## src/design/fci_pkg.sv

```systemverilog
// fci_pkg: shared constants, types and helpers of the flash command interface
// no dependencies; compiled first

package fci_pkg;

  // geometry, sizes kept as powers of two
  localparam int BANK_LOG2    = 16;
  localparam int BANK_BYTES   = 1 << BANK_LOG2;
  localparam int BANK_COUNT   = 2;
  localparam int SECTOR_LOG2  = 12;
  localparam int SECTOR_BYTES = 1 << SECTOR_LOG2;

  // erase span is clipped to the bank
  localparam int ERASE_LOG2   = (SECTOR_LOG2 < BANK_LOG2) ? SECTOR_LOG2 : BANK_LOG2;
  localparam int ERASE_BYTES  = 1 << ERASE_LOG2;

  localparam int STORE_DEPTH  = BANK_BYTES * BANK_COUNT;
  localparam int STORE_AW     = $clog2(STORE_DEPTH);

  // bus field widths
  localparam int ADDR_W       = 16;
  localparam int DATA_W       = 8;
  localparam int CFG_IDX_W    = 2;

  // command protocol codes
  localparam logic [ADDR_W-1:0] CMD_ADDR1 = 16'h5555;
  localparam logic [ADDR_W-1:0] CMD_ADDR2 = 16'h2AAA;
  localparam logic [ADDR_W-1:0] BANK_SEL_ADDR = 16'h0000;
  localparam logic [ADDR_W-1:0] ID_MAKER_ADDR = 16'h0000;
  localparam logic [ADDR_W-1:0] ID_DEVICE_ADDR = 16'h0001;
  localparam logic [DATA_W-1:0] BYTE_UNLOCK1 = 8'hAA;
  localparam logic [DATA_W-1:0] BYTE_UNLOCK2 = 8'h55;
  localparam logic [DATA_W-1:0] CMD_PROGRAM  = 8'hA0;
  localparam logic [DATA_W-1:0] CMD_BANK_SEL = 8'hB0;
  localparam logic [DATA_W-1:0] CMD_ID_ENTER = 8'h90;
  localparam logic [DATA_W-1:0] CMD_ID_EXIT  = 8'hF0;
  localparam logic [DATA_W-1:0] CMD_ARM      = 8'h80;
  localparam logic [DATA_W-1:0] CMD_SECTOR_ERASE = 8'h30;
  localparam logic [DATA_W-1:0] ERASED_BYTE  = 8'hFF;

  localparam logic [STORE_AW-1:0] ERASE_MASK = STORE_AW'(ERASE_BYTES - 1);

  typedef enum logic [0:0] {
    OP_READ  = 1'b0,
    OP_WRITE = 1'b1
  } op_t;

  typedef enum logic [CFG_IDX_W-1:0] {
    CFG_MAKER_ID  = 2'd0,
    CFG_DEVICE_ID = 2'd1
  } cfg_idx_t;

  typedef enum logic [2:0] {
    SEQ_IDLE,
    SEQ_UNLOCK1,
    SEQ_UNLOCK2,
    SEQ_PROGRAM,
    SEQ_BANKSEL,
    SEQ_ARMED,
    SEQ_ERASE1,
    SEQ_ERASE2
  } seq_t;

  typedef enum logic [0:0] {
    ST_IDLE,
    ST_READ
  } ctl_state_t;

  // mode flags seen on every result word
  typedef struct packed {
    logic id_mode;
    logic bank;
  } fci_flags_t;

  // store actions decoded from a write word
  typedef struct packed {
    logic prog;
    logic erase;
  } fci_act_t;

  // sweep engine status toward the store port
  typedef struct packed {
    logic                busy;
    logic [STORE_AW-1:0] addr;
  } fci_sweep_t;

  // bank plus wrapped offset into the flat store
  function automatic logic [STORE_AW-1:0] store_index(logic bank, logic [ADDR_W-1:0] addr);
    logic [STORE_AW-1:0] off;
    logic [STORE_AW-1:0] bank_base;
    off       = STORE_AW'(addr[BANK_LOG2-1:0]);
    bank_base = (bank && (BANK_COUNT > 1)) ? STORE_AW'(BANK_BYTES) : '0;
    return off | bank_base;
  endfunction

endpackage

```

## src/design/fci_cmd.sv

```systemverilog
// fci_cmd: command sequence decoder holding sequence step, id mode and bank
// depends on fci_pkg

module fci_cmd (
  input  logic                       clk,
  input  logic                       rst_n,
  input  logic                       wr_fire,
  input  logic [fci_pkg::ADDR_W-1:0] address,
  input  logic [fci_pkg::DATA_W-1:0] write_data,
  output fci_pkg::fci_act_t          act,
  output fci_pkg::fci_flags_t        flags,
  output fci_pkg::fci_flags_t        flags_nxt
);
  import fci_pkg::*;

  seq_t       seq_r, seq_nxt;
  fci_flags_t flags_r, flags_upd;

  always_ff @(posedge clk) begin
    if (!rst_n) begin
      seq_r   <= SEQ_IDLE;
      flags_r <= '0;
    end else begin
      seq_r   <= seq_nxt;
      flags_r <= flags_upd;
    end
  end

  always_comb begin
    seq_nxt     = seq_r;
    flags_upd   = flags_r;
    act         = '0;
    if (wr_fire) begin
      seq_nxt = SEQ_IDLE;
      case (seq_r)
        SEQ_IDLE: begin
          if (address == CMD_ADDR1 && write_data == BYTE_UNLOCK1) begin
            seq_nxt = SEQ_UNLOCK1;
          end
        end
        SEQ_UNLOCK1: begin
          if (address == CMD_ADDR2 && write_data == BYTE_UNLOCK2) begin
            seq_nxt = SEQ_UNLOCK2;
          end
        end
        SEQ_UNLOCK2: begin
          if (address == CMD_ADDR1) begin
            case (write_data)
              CMD_PROGRAM:  seq_nxt = SEQ_PROGRAM;
              CMD_BANK_SEL: seq_nxt = SEQ_BANKSEL;
              CMD_ID_ENTER: flags_upd.id_mode = 1'b1;
              CMD_ID_EXIT:  flags_upd.id_mode = 1'b0;
              CMD_ARM:      seq_nxt = SEQ_ARMED;
              default:      seq_nxt = SEQ_IDLE;
            endcase
          end
        end
        SEQ_PROGRAM: begin
          act.prog = 1'b1;
        end
        SEQ_BANKSEL: begin
          // a missing bank falls back to bank 0
          if (address == BANK_SEL_ADDR) begin
            flags_upd.bank = (BANK_COUNT > 1) ? write_data[0] : 1'b0;
          end
        end
        SEQ_ARMED: begin
          if (address == CMD_ADDR1 && write_data == BYTE_UNLOCK1) begin
            seq_nxt = SEQ_ERASE1;
          end
        end
        SEQ_ERASE1: begin
          if (address == CMD_ADDR2 && write_data == BYTE_UNLOCK2) begin
            seq_nxt = SEQ_ERASE2;
          end
        end
        SEQ_ERASE2: begin
          act.erase = (write_data == CMD_SECTOR_ERASE);
        end
        default: begin
          seq_nxt = SEQ_IDLE;
        end
      endcase
    end
  end

  assign flags     = flags_r;
  assign flags_nxt = flags_upd;

endmodule

```

## config.mk

```make
export PLATFORM = sky130hd
export DESIGN_NAME = fci_cmd
export DESIGN_NICKNAME = d
export VERILOG_FILES = /design/src/design/fci_pkg.sv /design/src/design/fci_cmd.sv
export SDC_FILE = /design/constraint.sdc
export NUM_CORES = 1
export LEC_CHECK = 0
export BUFFER_PORTS_ARGS = -buffer_cell sky130_fd_sc_hd__clkbuf_2
export CAP_MARGIN = 20
export CORE_MARGIN = 5
export CORE_UTILIZATION = 46
export CTS_BUF_LIST = sky130_fd_sc_hd__clkbuf_4 sky130_fd_sc_hd__clkbuf_8
export CTS_CLUSTER_SIZE = 8
export DETAILED_ROUTE_END_ITERATION = 10
export GPL_TIMING_DRIVEN = 0
export HOLD_SLACK_MARGIN = 0.02
export PLACE_DENSITY = 0.8
export SYNTH_ARGS = -nofsm -noshare
export SYNTH_HDL_FRONTEND = slang
export SYNTH_SLANG_ARGS = --single-unit
```

## constraint.sdc

```tcl
create_clock -name clk -period 1.9 [get_ports clk]
set_input_delay 0.095 -clock clk [delete_from_list [all_inputs] [get_ports clk]]
set_output_delay 0.095 -clock clk [all_outputs]
set_load 0.02 [all_outputs]
```

==> metrics.log <==
[metrics] Remaining Overflow, GRT: 0
[metrics] Setup crit start: seq_r[0]$_SDFFE_PN0P_
[metrics] RSZ-0062 raised after global routing: true
[metrics] launching point of the worst reg2reg path: seq_r[1]$_SDFFE_PN0P_
[metrics] standard cell core area: 0.00133 mm²
[metrics] HP Start: rst_n
[metrics] overall fraction of global-route tracks in use: 19.0%
[metrics] count of input and output buffers: 31
[metrics] ys async rst share: 0%
[metrics] worst clock skew: 0.000286 ns
[metrics] average detailed-routed wire length per instance: 14.4 µm
[metrics] Final min period: 1.89 ns
[metrics] source-to-sink clock delay at the later pin of the worst-skew pair: 0.25 ns
[metrics] kind of end point of the critical path: primary output
[metrics] reg2reg path depth: 7
[metrics] Die Height: 47.8 µm
[metrics] Largest stage delay, worst path: 0.43 ns
[metrics] net total in the final layout: 144
[metrics] number of buffers inserted during clock tree synthesis: 3
[metrics] sinks on the clock net: 5
[metrics] antenna violations before repair: 0
[metrics] worst flop-to-flop path endpoint: seq_r[0]$_SDFFE_PN0P_
[metrics] Final Util: 68.9%
[metrics] Mapped Nets: 106
[metrics] class of the tightest hold or removal check: in -> reg
[metrics] Worst Max-Slew Pin Slew: 0.281 ns
[metrics] most used standard cells in the synthesized netlist: sky130_fd_sc_hd__nand4_1 (7), sky130_fd_sc_hd__or4_1 (6), sky130_fd_sc_hd__dfxtp_1 (5), sky130_fd_sc_hd__nand2_1 (5)
[metrics] maximum net fanout on the critical path: 3
[metrics] via count of the first global-routing pass: 726
[metrics] leading area contributor after synthesis: sky130_fd_sc_hd__dfxtp_1
[metrics] TritonCTS clock tree: built
[metrics] clock-pin slew reported for the worst setup and hold paths after clock tree synthesis: 0.04 ns
[metrics] post-synthesis sequential area ratio: 15.2%
[metrics] number of cells traversed by the worst hold path: 2
[metrics] clk buf depth: 2
[metrics] total length of routed wires: 1830 µm
[metrics] Die Span X: 47.8 µm
[metrics] top-area cell type share of the netlist area: 15.2%
[metrics] worst-path cell with the longest stage delay: sky130_fd_sc_hd__or4_4
[metrics] placed insts: 121
[metrics] post-synth cell types: 37
[metrics] residual antenna-violating net count after detailed routing: 0
[metrics] dominant cells by area after synthesis: sky130_fd_sc_hd__dfxtp_1 (15%), sky130_fd_sc_hd__nor4_4 (9.7%), sky130_fd_sc_hd__ha_1 (7.6%)
[metrics] Period Utilization, post-route: 99.3%
[metrics] number of violations of the max-capacitance limit: 0
[metrics] Rows: 13
[metrics] DRC: 0
[metrics] final weighted congestion of routability-driven global placement: 0.833
[metrics] number of antenna diodes: 0
[metrics] most repeated cell in the gate-level netlist after synthesis: sky130_fd_sc_hd__nand4_1
[metrics] arrival time worst endpoint: 1.79 ns
[metrics] root buffer cell: sky130_fd_sc_hd__clkbuf_4
[metrics] worst relative slew slack: 81.1%
[metrics] class of the most critical setup path: reg -> out
[metrics] synthesized flop and latch total: 5
[metrics] 1st-iter DRT viols: 15
[metrics] Gate Count Post-Synth: 75
[metrics] Max rail drop VDD: 0.320 mV
[metrics] DR vias/cell: 5.91
[metrics] post-synthesis instance area: 658 µm²
[metrics] Required @ worst endpoint: 1.80 ns
[metrics] list of cells traversed by the critical path: inv_2 > ha_4 > nor4b_4 > nand4_1 > or4_4 > nand3_2 > buf_8
[metrics] wire length of the first global-routing pass: 3040 µm
[metrics] setup slack of the critical path after layout: 0.0129 ns
[metrics] DR vias: 750
[metrics] area overhead of the layout relative to synthesis: 39.7%
[metrics] final standard cell count with taps included and fillers excluded: 127
[metrics] max-slew violations: 0
[metrics] first-pass detailed-route iteration total: 4
[metrics] leakage power: 0.000403 µW
[metrics] number of synthesized flops with an enable pin: 0
[metrics] boundary pin count: 33
[metrics] Initial Util: 49.3%
[metrics] post-detailed-placement half-perimeter wirelength: 1510 µm
[metrics] CTS H-Tree Depth: 1
[metrics] ratio of cells with drive above 1 in the final layout: 48.2%
[metrics] setup violators final: 0
[metrics] power per unit of standard cell area: 375 mW/mm²
[metrics] full die area: 0.00229 mm²
[metrics] R2R Setup Slk: 0.18 ns
[metrics] number of hold violations in the final report: 0
[metrics] worst-case setup slack after placement: 0.0234 ns
[metrics] Primary FF master, synth: sky130_fd_sc_hd__dfxtp_1
[metrics] kind of start point of the critical path: flip-flop
[metrics] run status: finished, final reports clean
[metrics] maximum number of pins on one net before global-route repair: 11
[metrics] highest clock rate: 0.530 GHz
[metrics] number of synthesis warnings: 0
[metrics] Hold EP: seq_r[2]$_SDFFE_PN0P_
[metrics] cts-stage hold buffer count: 0
[metrics] per-instance average area after synthesis: 8.78 µm²
==> sequential cells by signal (all words and copies together) (netlist names) <==
signal / cells
flags: 2
seq_r: 3
==> final cells by class <==
cell class                      instances  area (µm²)
Sequential cell                         5         103
Timing Repair Buffer                   33         180
Clock buffer                            4        30.0
Inverter                                2        7.51
Multi-Input combinational cell         66         562
Tap cell                               15        18.8
Buffer                                  2        18.8
Fill cell                             116         414
==> cell families after synthesis <==
logic type / share of synthesized area (%)
and+or+nand+nor: 59.1
AOI/OAI and AO/OA: 9.32
DFF: 15.2
buffers and inverters: 3.99
adders and majority gates: 7.60
muxes: 3.42
xor gates and xnor gates: 1.33
==> worst max-delay path: cells and delay by family, from the launching register on <==
| kind | cells | cell delay (ns) |
|---|---|---|
| simple gates | 4 | 0.90 |
| fa+ha+maj | 1 | 0.14 |
| flops | 1 | 0.32 |
| buf+inv | 2 | 0.19 |
==> metrics by stage <==
stage                     setup TNS, ns  hold WS [ns]  total power (µW)  cell area [µm²]
after floorplan                       0         0.217               146              658
after global placement                0         0.359               196              832
after detailed placement              0         0.364               198              832
after CTS                       -0.0246         0.100               349              918
after global routing            -0.0726         0.105               368              920
final                                 0         0.107               345              920
==> worst max-delay path by stage <==
stage	cells past startpoint	end	slack, ns
2_1_floorplan	7	flags[1]$_SDFF_PN0_	0.14
3_3_place_gp	7	flags_nxt[1]	0.08
3_5_place_dp	7	flags_nxt[1]	0.02
4_1_cts	7	flags_nxt[1]	-0.02
5_1_grt	7	flags_nxt[1]	-0.07
6_report	7	flags_nxt[1]	0.01
==> per-layer routing <==
metal	part of all wire [%]	global-route usage (%)	vias to the layer above
li1	-	-	375
met1	42	22.6	346
met2	49	32.7	27
met3	7.2	1.88	2
met4	1.2	10.8	0
met5	0	0	-
==> cells in the final DEF (no fill, tap or decap), types with 3 or more instances in the layout <==
cell,n
sky130_fd_sc_hd__dfxtp_1,3
sky130_fd_sc_hd__ha_1,3
sky130_fd_sc_hd__or4_1,5
sky130_fd_sc_hd__clkbuf_4,4
sky130_fd_sc_hd__nand3_1,3
sky130_fd_sc_hd__clkbuf_2,31
sky130_fd_sc_hd__nand2_1,5
sky130_fd_sc_hd__nor4_1,3
sky130_fd_sc_hd__nor2_1,4
sky130_fd_sc_hd__nand4_1,7
sky130_fd_sc_hd__nor4_4,3
==> repair_timing <==
| action | 4_1_cts | 5_1_grt |
|---|---|---|
| pin swaps | 3 | 0 |
| buffers inserted | 2 | 0 |
| gates resized for setup | 10 | 1 |
| setup endpoints to repair | 1 | 1 |
==> where the power goes <==
part | switching (µW) | internal [µW]
registers | 2.38 | 108
logic | 50.2 | 43.5
clock network | 46.9 | 93.8
Power figures use the tool's default switching activity.
