[src/design/fci_pkg.sv]
// fci_pkg: shared constants, types and helpers of the flash command interface
// no dependencies; compiled first

package fci_pkg;

  // geometry, sizes kept as powers of two
  localparam int BANK_LOG2    = 16;
  localparam int BANK_BYTES   = 1 << BANK_LOG2;
  localparam int BANK_COUNT   = 2;
  localparam int SECTOR_LOG2  = 12;
  localparam int SECTOR_BYTES = 1 << SECTOR_LOG2;

  // erase span is clipped to the bank
  localparam int ERASE_LOG2   = (SECTOR_LOG2 < BANK_LOG2) ? SECTOR_LOG2 : BANK_LOG2;
  localparam int ERASE_BYTES  = 1 << ERASE_LOG2;

  localparam int STORE_DEPTH  = BANK_BYTES * BANK_COUNT;
  localparam int STORE_AW     = $clog2(STORE_DEPTH);

  // bus field widths
  localparam int ADDR_W       = 16;
  localparam int DATA_W       = 8;
  localparam int CFG_IDX_W    = 2;

  // command protocol codes
  localparam logic [ADDR_W-1:0] CMD_ADDR1 = 16'h5555;
  localparam logic [ADDR_W-1:0] CMD_ADDR2 = 16'h2AAA;
  localparam logic [ADDR_W-1:0] BANK_SEL_ADDR = 16'h0000;
  localparam logic [ADDR_W-1:0] ID_MAKER_ADDR = 16'h0000;
  localparam logic [ADDR_W-1:0] ID_DEVICE_ADDR = 16'h0001;
  localparam logic [DATA_W-1:0] BYTE_UNLOCK1 = 8'hAA;
  localparam logic [DATA_W-1:0] BYTE_UNLOCK2 = 8'h55;
  localparam logic [DATA_W-1:0] CMD_PROGRAM  = 8'hA0;
  localparam logic [DATA_W-1:0] CMD_BANK_SEL = 8'hB0;
  localparam logic [DATA_W-1:0] CMD_ID_ENTER = 8'h90;
  localparam logic [DATA_W-1:0] CMD_ID_EXIT  = 8'hF0;
  localparam logic [DATA_W-1:0] CMD_ARM      = 8'h80;
  localparam logic [DATA_W-1:0] CMD_SECTOR_ERASE = 8'h30;
  localparam logic [DATA_W-1:0] ERASED_BYTE  = 8'hFF;

  localparam logic [STORE_AW-1:0] ERASE_MASK = STORE_AW'(ERASE_BYTES - 1);

  typedef enum logic [0:0] {
    OP_READ  = 1'b0,
    OP_WRITE = 1'b1
  } op_t;

  typedef enum logic [CFG_IDX_W-1:0] {
    CFG_MAKER_ID  = 2'd0,
    CFG_DEVICE_ID = 2'd1
  } cfg_idx_t;

  typedef enum logic [2:0] {
    SEQ_IDLE,
    SEQ_UNLOCK1,
    SEQ_UNLOCK2,
    SEQ_PROGRAM,
    SEQ_BANKSEL,
    SEQ_ARMED,
    SEQ_ERASE1,
    SEQ_ERASE2
  } seq_t;

  typedef enum logic [0:0] {
    ST_IDLE,
    ST_READ
  } ctl_state_t;

  // mode flags seen on every result word
  typedef struct packed {
    logic id_mode;
    logic bank;
  } fci_flags_t;

  // store actions decoded from a write word
  typedef struct packed {
    logic prog;
    logic erase;
  } fci_act_t;

  // sweep engine status toward the store port
  typedef struct packed {
    logic                busy;
    logic [STORE_AW-1:0] addr;
  } fci_sweep_t;

  // bank plus wrapped offset into the flat store
  function automatic logic [STORE_AW-1:0] store_index(logic bank, logic [ADDR_W-1:0] addr);
    logic [STORE_AW-1:0] off;
    logic [STORE_AW-1:0] bank_base;
    off       = STORE_AW'(addr[BANK_LOG2-1:0]);
    bank_base = (bank && (BANK_COUNT > 1)) ? STORE_AW'(BANK_BYTES) : '0;
    return off | bank_base;
  endfunction

endpackage

[src/design/fci_sweep.sv]
// fci_sweep: fill engine writing erased bytes, whole store after reset, one sector on erase
// depends on fci_pkg

module fci_sweep (
  input  logic                         clk,
  input  logic                         rst_n,
  input  logic                         start,
  input  logic [fci_pkg::STORE_AW-1:0] start_base,
  output fci_pkg::fci_sweep_t          status
);
  import fci_pkg::*;

  logic                busy_r, busy_nxt;
  logic [STORE_AW-1:0] base_r, base_nxt;
  logic [STORE_AW-1:0] cnt_r, cnt_nxt;
  logic [STORE_AW-1:0] last_r, last_nxt;

  always_ff @(posedge clk) begin
    if (!rst_n) begin
      busy_r <= 1'b1;
      base_r <= '0;
      cnt_r  <= '0;
      last_r <= '1;
    end else begin
      busy_r <= busy_nxt;
      base_r <= base_nxt;
      cnt_r  <= cnt_nxt;
      last_r <= last_nxt;
    end
  end

  always_comb begin
    busy_nxt = busy_r;
    base_nxt = base_r;
    cnt_nxt  = cnt_r;
    last_nxt = last_r;
    if (busy_r) begin
      if (cnt_r == last_r) begin
        busy_nxt = 1'b0;
      end else begin
        cnt_nxt = cnt_r + 1'b1;
      end
    end else if (start) begin
      busy_nxt = 1'b1;
      base_nxt = start_base & ~ERASE_MASK;
      cnt_nxt  = '0;
      last_nxt = ERASE_MASK;
    end
  end

  assign status.busy = busy_r;
  assign status.addr = base_r | cnt_r;

endmodule

[config.mk]
export PLATFORM = sky130hd
export DESIGN_NAME = fci_sweep
export DESIGN_NICKNAME = d
export VERILOG_FILES = /design/src/design/fci_pkg.sv /design/src/design/fci_sweep.sv
export SDC_FILE = /design/constraint.sdc
export NUM_CORES = 1
export LEC_CHECK = 0
export ABC_AREA = 1
export BUFFER_PORTS_ARGS = -buffer_cell sky130_fd_sc_hd__buf_2
export CORE_MARGIN = 1.5
export CORE_UTILIZATION = 55
export DETAILED_ROUTE_END_ITERATION = 12
export GPL_ROUTABILITY_DRIVEN = 0
export PLACE_DENSITY = 0.82
export SLEW_MARGIN = 20
export SYNTH_ARGS = -nofsm -noshare
export SYNTH_HDL_FRONTEND = slang
export SYNTH_SLANG_ARGS = --single-unit
[constraint.sdc]
create_clock -name clk -period 3.41 [get_ports clk]
set_input_delay 0.1705 -clock clk [delete_from_list [all_inputs] [get_ports clk]]
set_output_delay 0.1705 -clock clk [all_outputs]
set_load 0.005 [all_outputs]
==> flow_summary.yaml, run 1 <==
synth:
  syn-num-nets: 233
  syn_area_mm2: 0.00148
  synth_cell_type_count: 27
  synth_warnings: 0
  synth.avg_cell_area_um2: 6.96
  yosys.area_share.simple: 0.447
  ys_seq_area_frac: 0.325
  synth_top_family_by_area: "simple AND/OR/NAND/NOR gates"
  synthAdderAreaFrac: 0.00847
  synth_cells: 212
  synthMuxAreaShare: 0
  ys_seq_elements: 24
  synth_xor_area_frac: 0.0415
  synth_compound_area_frac: 0.0627
timing:
  fin_crit_sh: 0.525
  maxSlewViolCount: 0
  setup_violations: 0
  setup_tns_ns: 0
  timing.final.crit_period_ns: 1.79
  rsz0062_at_grt: "false"
  finalHoldViolations: 0
  layout_setup_ws_ns: 1.62
  maxSlewHeadroom: 0.600
  tightest_slew_ns: 0.595
  fmax_mhz: 559
  skew_ns: 0.0122
global_route:
  grt_usage: 0.224
  grt_pass1_wl_um: 4760
  grt_max_degree: 17
  grt_overflow_total: 0
  grt_antenna_before_repair: 0
  grt_pass1_vias: 1112
critical_path:
  startpoint: "cnt_r[0]"
  crit_path_cell_trace: "ha_1 > nand2_2 > nor2_4 > nand2_4 > nor2_8 > nand3_4 > nand2_8 > nand2_8 > nor2_8 > nand2_1 > nand2_1"
  crit_path_end_kind: "flip-flop"
  critPathMaxStageDelay_ns: 0.42
  path_class: "flip-flop to flip-flop"
  timing.rr.end: "cnt_r[8]"
  r2r_slack_ns: 1.62
  r2r_start: "cnt_r[0]"
  critical_path_arrival_ns: 2.05
  start_kind: "flip-flop"
  cp_max_fo: 9
  crit_slowest_cell: "dfxtp_1"
  critPathTopFamily: "simple AND/OR/NAND/NOR gates"
  worstRegToRegCells: 11
  cp.required_ns: 3.67
  cp.buffers_inverters: 0
placement:
  dp_hpwl_um: 2180
  io_buffers: 25
  dpl_worst_slack_ns: 1.65
clocking:
  postCtsHoldBufs: 0
  tritoncts: "yes"
  numCtsBuffers: 3
  cts_resized: 0
  path_clk_slew_ns: 0.14
  clk-insertion-delay-late_ns: 0.32
  clk_path_buf_depth: 2
  cts_setup_buffers: 0
  cts.sinks: 24
  htree_levels: 1
  root_buffer: "clkbuf_4"
power_and_ir_drop:
  p_leak_nw: 0.738
  vdd_drop_max_mv: 0.245
  finalPower_w: 0.000460
  powerDensity_mw_per_mm2: 295
worst_hold_path:
  hold_path_end: "base_r[16]"
  min_path_cells: 3
  hp-start: "start_base[16]"
  hold_path_class: "primary input to flip-flop"
floorplan:
  io-pin-count: 38
  die-width_um: 54.8
  start_util: 0.591
  rows: 18
  die_h_um: 54.8
  fp.dieArea_mm2: 0.00300
  coreArea_mm2: 0.00250
drt:
  antenna_left: 0
  dr.pass1.iters: 5
  wl_per_cell_um: 11.7
  via_count: 1311
  route.detailed.drc: 0
  drt_first_iter_violations: 23
  routed_via_density: 5.16
  routed_wirelength_um: 2970
finish:
  diodes: 0
  nets: 246
  syn_to_final_growth_pct: 5.59
  drive_gt1_frac: 0.237
job:
  drv_cap: 0
outcome:
  status: "finished clean"
==> cell usage in the layout, fill, tap and decap left out, types with 5 or more instances in the layout <==
cell      n
inv_2     6
or2_2     7
nor2_1   31
inv_1     8
buf_2    25
dfxtp_1  24
a21oi_1  10
nand2_1  54
nand3_1  21
o21ai_1   6
xnor2_1   5
==> metal layers <==
metal  vias up  global-route usage  routed length [µm]
met3         5              0.0246                 127
met2        36               0.371                1400
met5         -                   0                   0
li1        689                   -                   -
met1       581               0.296                1400
met4         0              0.0875                  49
==> where the power goes <==
part	total [W]	switching (W)	leakage [nW]	internal, W
sequential	0.000287	0.00000340	0.194	0.000283
combinational	0.0000213	0.0000118	0.523	0.00000949
clock	0.000152	0.0000863	0.0210	0.0000653
total	0.000460	0.000102	0.738	0.000358
==> worst reg2reg max path: stages (launching register included) <==
cell and delay, ns:
dfxtp_1 0.42, ha_1 0.22, nand2_2 0.09, nor2_4 0.17, nand2_4 0.09, nor2_8 0.12
nand3_4 0.10, nand2_8 0.12, nand2_8 0.09, nor2_8 0.17, nand2_1 0.07, nand2_1 0.06
==> flip-flops by register name, indices dropped and copies added (netlist names) <==
signal,count
base_r,5
busy_r,1
cnt_r,17
last_r,1
==> cells in the mapped netlist <==
master | number | share of area
nand2_1 | 54 | 0.14
nor2_1 | 31 | 0.079
dfxtp_1 | 24 | 0.33
nand3_1 | 21 | 0.071
buf_4 | 14 | 0.071
a21oi_1 | 10 | 0.034
inv_1 | 8 | 0.020
or2_2 | 7 | 0.030
inv_2 | 6 | 0.015
o21ai_1 | 6 | 0.020
xnor2_1 | 5 | 0.030
nand2_2 | 3 | 0.013
nand4_1 | 3 | 0.013
clkbuf_1 | 2 | 0.0051
nand2_8 | 2 | 0.027
nor2_4 | 2 | 0.015
nor2_8 | 2 | 0.027
nor3_1 | 2 | 0.0068
xor2_1 | 2 | 0.012
and2_0 | 1 | 0.0042
buf_1 | 1 | 0.0025
ha_1 | 1 | 0.0085
nand2_4 | 1 | 0.0076
nand3_4 | 1 | 0.012
nor3b_1 | 1 | 0.0051
o21ai_0 | 1 | 0.0034
o21bai_1 | 1 | 0.0051
==> how the worst max path moves through the flow <==
stage	end	depth (start not counted)	slack [ns]
2_1_floorplan	cnt_r[1]	11	1.91
3_3_place_gp	cnt_r[1]	11	1.69
3_5_place_dp	cnt_r[8]	11	1.65
4_1_cts	cnt_r[8]	11	1.61
5_1_grt	cnt_r[8]	11	1.49
6_report	cnt_r[8]	11	1.62
==> metrics by stage <==
stage,instance area (µm²),std cells,util,hold slack [ns]
final,1560,254,0.624,0.0696
after global routing,1560,254,0.624,0.0839
after CTS,1560,254,0.624,0.0667
after detailed placement,1520,250,0.609,0.411
after global placement,1520,250,0.609,0.402
after floorplan,1480,212,-,0.319
==> area by class of cell <==
type	instances	area, µm²
clock buffer	4	36.3
fill	259	941
inverter	14	52.6
multi-input combinational	157	827
sequential	24	480
tap	30	37.5
timing repair buffer	25	125
==> logic make-up after synthesis <==
group,after synthesis
DFF,24
AOI/OAI and AO/OA,18
adders and majority gates,1
buffers and inverters,31
and+or+nand+nor,131
xor gates and xnor gates,7
No activity file was read; power rests on OpenSTA's default activity.
==> inputs of run 2 (changes only) <==
- CORE_UTILIZATION: 55 -> 52
- PLACE_DENSITY: 0.82 -> 0.79
- clock period: 3.41 -> 1.85 ns (I/O delays scaled with it)
==> run 2 against run 1 <==
Die area rose by 5.5%. Flip-flop and latch count did not move. First-iteration DRC count rose by 83%. Critical path type unchanged. Highest routed layer unchanged.
==> flow_summary.yaml, run 2 (synthesized netlist as in run 1, its figures left out) <==
outcome:
  status: "finished clean"
global_route:
  grt_usage: 0.211
  grt_pass1_vias: 1209
  grt_pass1_wl_um: 5260
  grt_antenna_before_repair: 0
  grt_overflow_total: 0
  grt_max_degree: 17
worst_hold_path:
  min_path_cells: 3
  hold_path_class: "primary input to flip-flop"
critical_path:
  cp_max_fo: 6
  critical_path_arrival_ns: 1.92
  start_kind: "flip-flop"
  cp.required_ns: 2.11
  critPathTopFamily: "simple AND/OR/NAND/NOR gates"
  worstRegToRegCells: 10
  cp.buffers_inverters: 1
  critPathMaxStageDelay_ns: 0.37
  path_class: "flip-flop to flip-flop"
  crit_path_cell_trace: "ha_2 > nand2_2 > nor2_4 > nand2_4 > nor2_8 > nand3_4 > nand2_8 > buf_4 > nand3_1 > a21oi_1"
  cp.depth: 10
  crit_slowest_cell: "dfxtp_4"
  crit_path_end_kind: "flip-flop"
clocking:
  htree_levels: 1
  numCtsBuffers: 3
  tritoncts: "yes"
  cts.sinks: 24
  root_buffer: "clkbuf_4"
  clk-insertion-delay-late_ns: 0.32
  clk_path_buf_depth: 2
  path_clk_slew_ns: 0.13
floorplan:
  rows: 19
  die_h_um: 56.3
  die-width_um: 56.3
  start_util: 0.540
  io-pin-count: 38
  fp.dieArea_mm2: 0.00317
  coreArea_mm2: 0.00273
placement:
  dp_hpwl_um: 2200
  io_buffers: 25
timing:
  setup_violations: 0
  finalHoldViolations: 0
  fmax_mhz: 602
  maxSlewViolCount: 0
  rsz0062_at_grt: "false"
  setup_tns_ns: 0
  timing.final.crit_period_ns: 1.66
  fin_crit_sh: 0.897
  skew_ns: 0.00523
  maxSlewHeadroom: 0.720
  tightest_slew_ns: 0.419
finish:
  top_regs: "cnt_r (17), base_r (5)"
  diodes: 0
  multi_input_area_um2: 830
  regArea_um2: 485
  final_cell_mix: "54 x nand2_1, 31 x nor2_1, 25 x buf_2"
  final_common_cell: "nand2_1"
  nets: 262
  syn_to_final_growth_pct: 14.1
  top_register: "cnt_r"
  drive_gt1_frac: 0.280
  fillCellCount: 264
  largest_reg_flops: 17
power_and_ir_drop:
  p_leak_nw: 0.807
  p_int_w: 0.000627
  powerDensity_mw_per_mm2: 482
  p_sw_frac: 0.229
  power.share.clock: 0.286
  finalPower_w: 0.000812
  vdd_drop_max_mv: 0.465
  p_seq_frac: 0.650
  pwr-share-comb: 0.064
  power_switching_w: 0.000186
job:
  drv_cap: 0
drt:
  routed_wirelength_um: 3090
  route.detailed.drc: 0
  routed_via_density: 5.01
  dr.pass1.iters: 5
  antenna_left: 0
  wl_per_cell_um: 11.4
  via_count: 1352
  drt_first_iter_violations: 42
## run 2: cell types whose count changed in the layout (fill, tap and decap cells not counted), sizes merged
cell / delta
buf: +12
clkbuf: -1
dlygate4sd3: +4
## run 2: cell type report
cell class	instances	area share
Timing Repair Buffer	41	0.152
Clock buffer	3	0.0134
Sequential cell	24	0.288
Tap cell	31	0.0230
Multi-Input combinational cell	157	0.493
Inverter	14	0.0312
## run 2: worst paths after layout
path | from | to | slack [ns]
hold / removal | start_base[15] | base_r[15] | 0.0009
hold reg to reg | cnt_r[1] | cnt_r[1] | 0.47
setup / recovery | cnt_r[0] | cnt_r[12] | 0.19
setup reg to reg | cnt_r[0] | cnt_r[12] | 0.19
## run 2: through the flow
| step | hold WS (ns) | utilization | instance area [µm²] | instances | setup WS [ns] |
|---|---|---|---|---|---|
| floorplan | 0.241 | - | 1480 | 212 | 0.348 |
| global placement | 0.325 | 0.574 | 1570 | 257 | 0.149 |
| detailed placement | 0.336 | 0.574 | 1570 | 257 | 0.130 |
| CTS | 0.00168 | 0.597 | 1630 | 264 | 0.0935 |
| global route | 0.0385 | 0.616 | 1680 | 270 | 0.0279 |
| finish | 0.000898 | 0.616 | 1680 | 270 | 0.190 |
## run 2: routing by layer
metal	part of all wire	global-route usage	vias to the layer above
li1	-	-	727
met1	0.50	0.284	591
met2	0.45	0.345	29
met3	0.030	0.0207	5
met4	0.018	0.0918	0
met5	0	0	-
## run 2: power groups by stage
| stage | registers, W | clock network (W) | logic (W) |
|---|---|---|---|
| finish | 0.000528 | 0.000232 | 0.0000522 |
| CTS | 0.000528 | 0.000243 | 0.0000483 |
| detailed placement | 0.000540 | 0 | 0.0000418 |
| floorplan | 0.000539 | 0 | 0.0000305 |
| global placement | 0.000540 | 0 | 0.0000417 |
| global route | 0.000530 | 0.000256 | 0.0000583 |
## run 2: tightest hold or removal path, cell delays in order
cell,delay [ns]
buf_2,0.07
o21ai_1,0.05
nor2_1,0.08
## run 2: repair_timing
action                     4_1_cts  5_1_grt
gates resized for setup          0        4
hold endpoints to repair         4        0
hold buffers                     4        0
setup endpoints to repair        0        7
setup buffers                    0        6
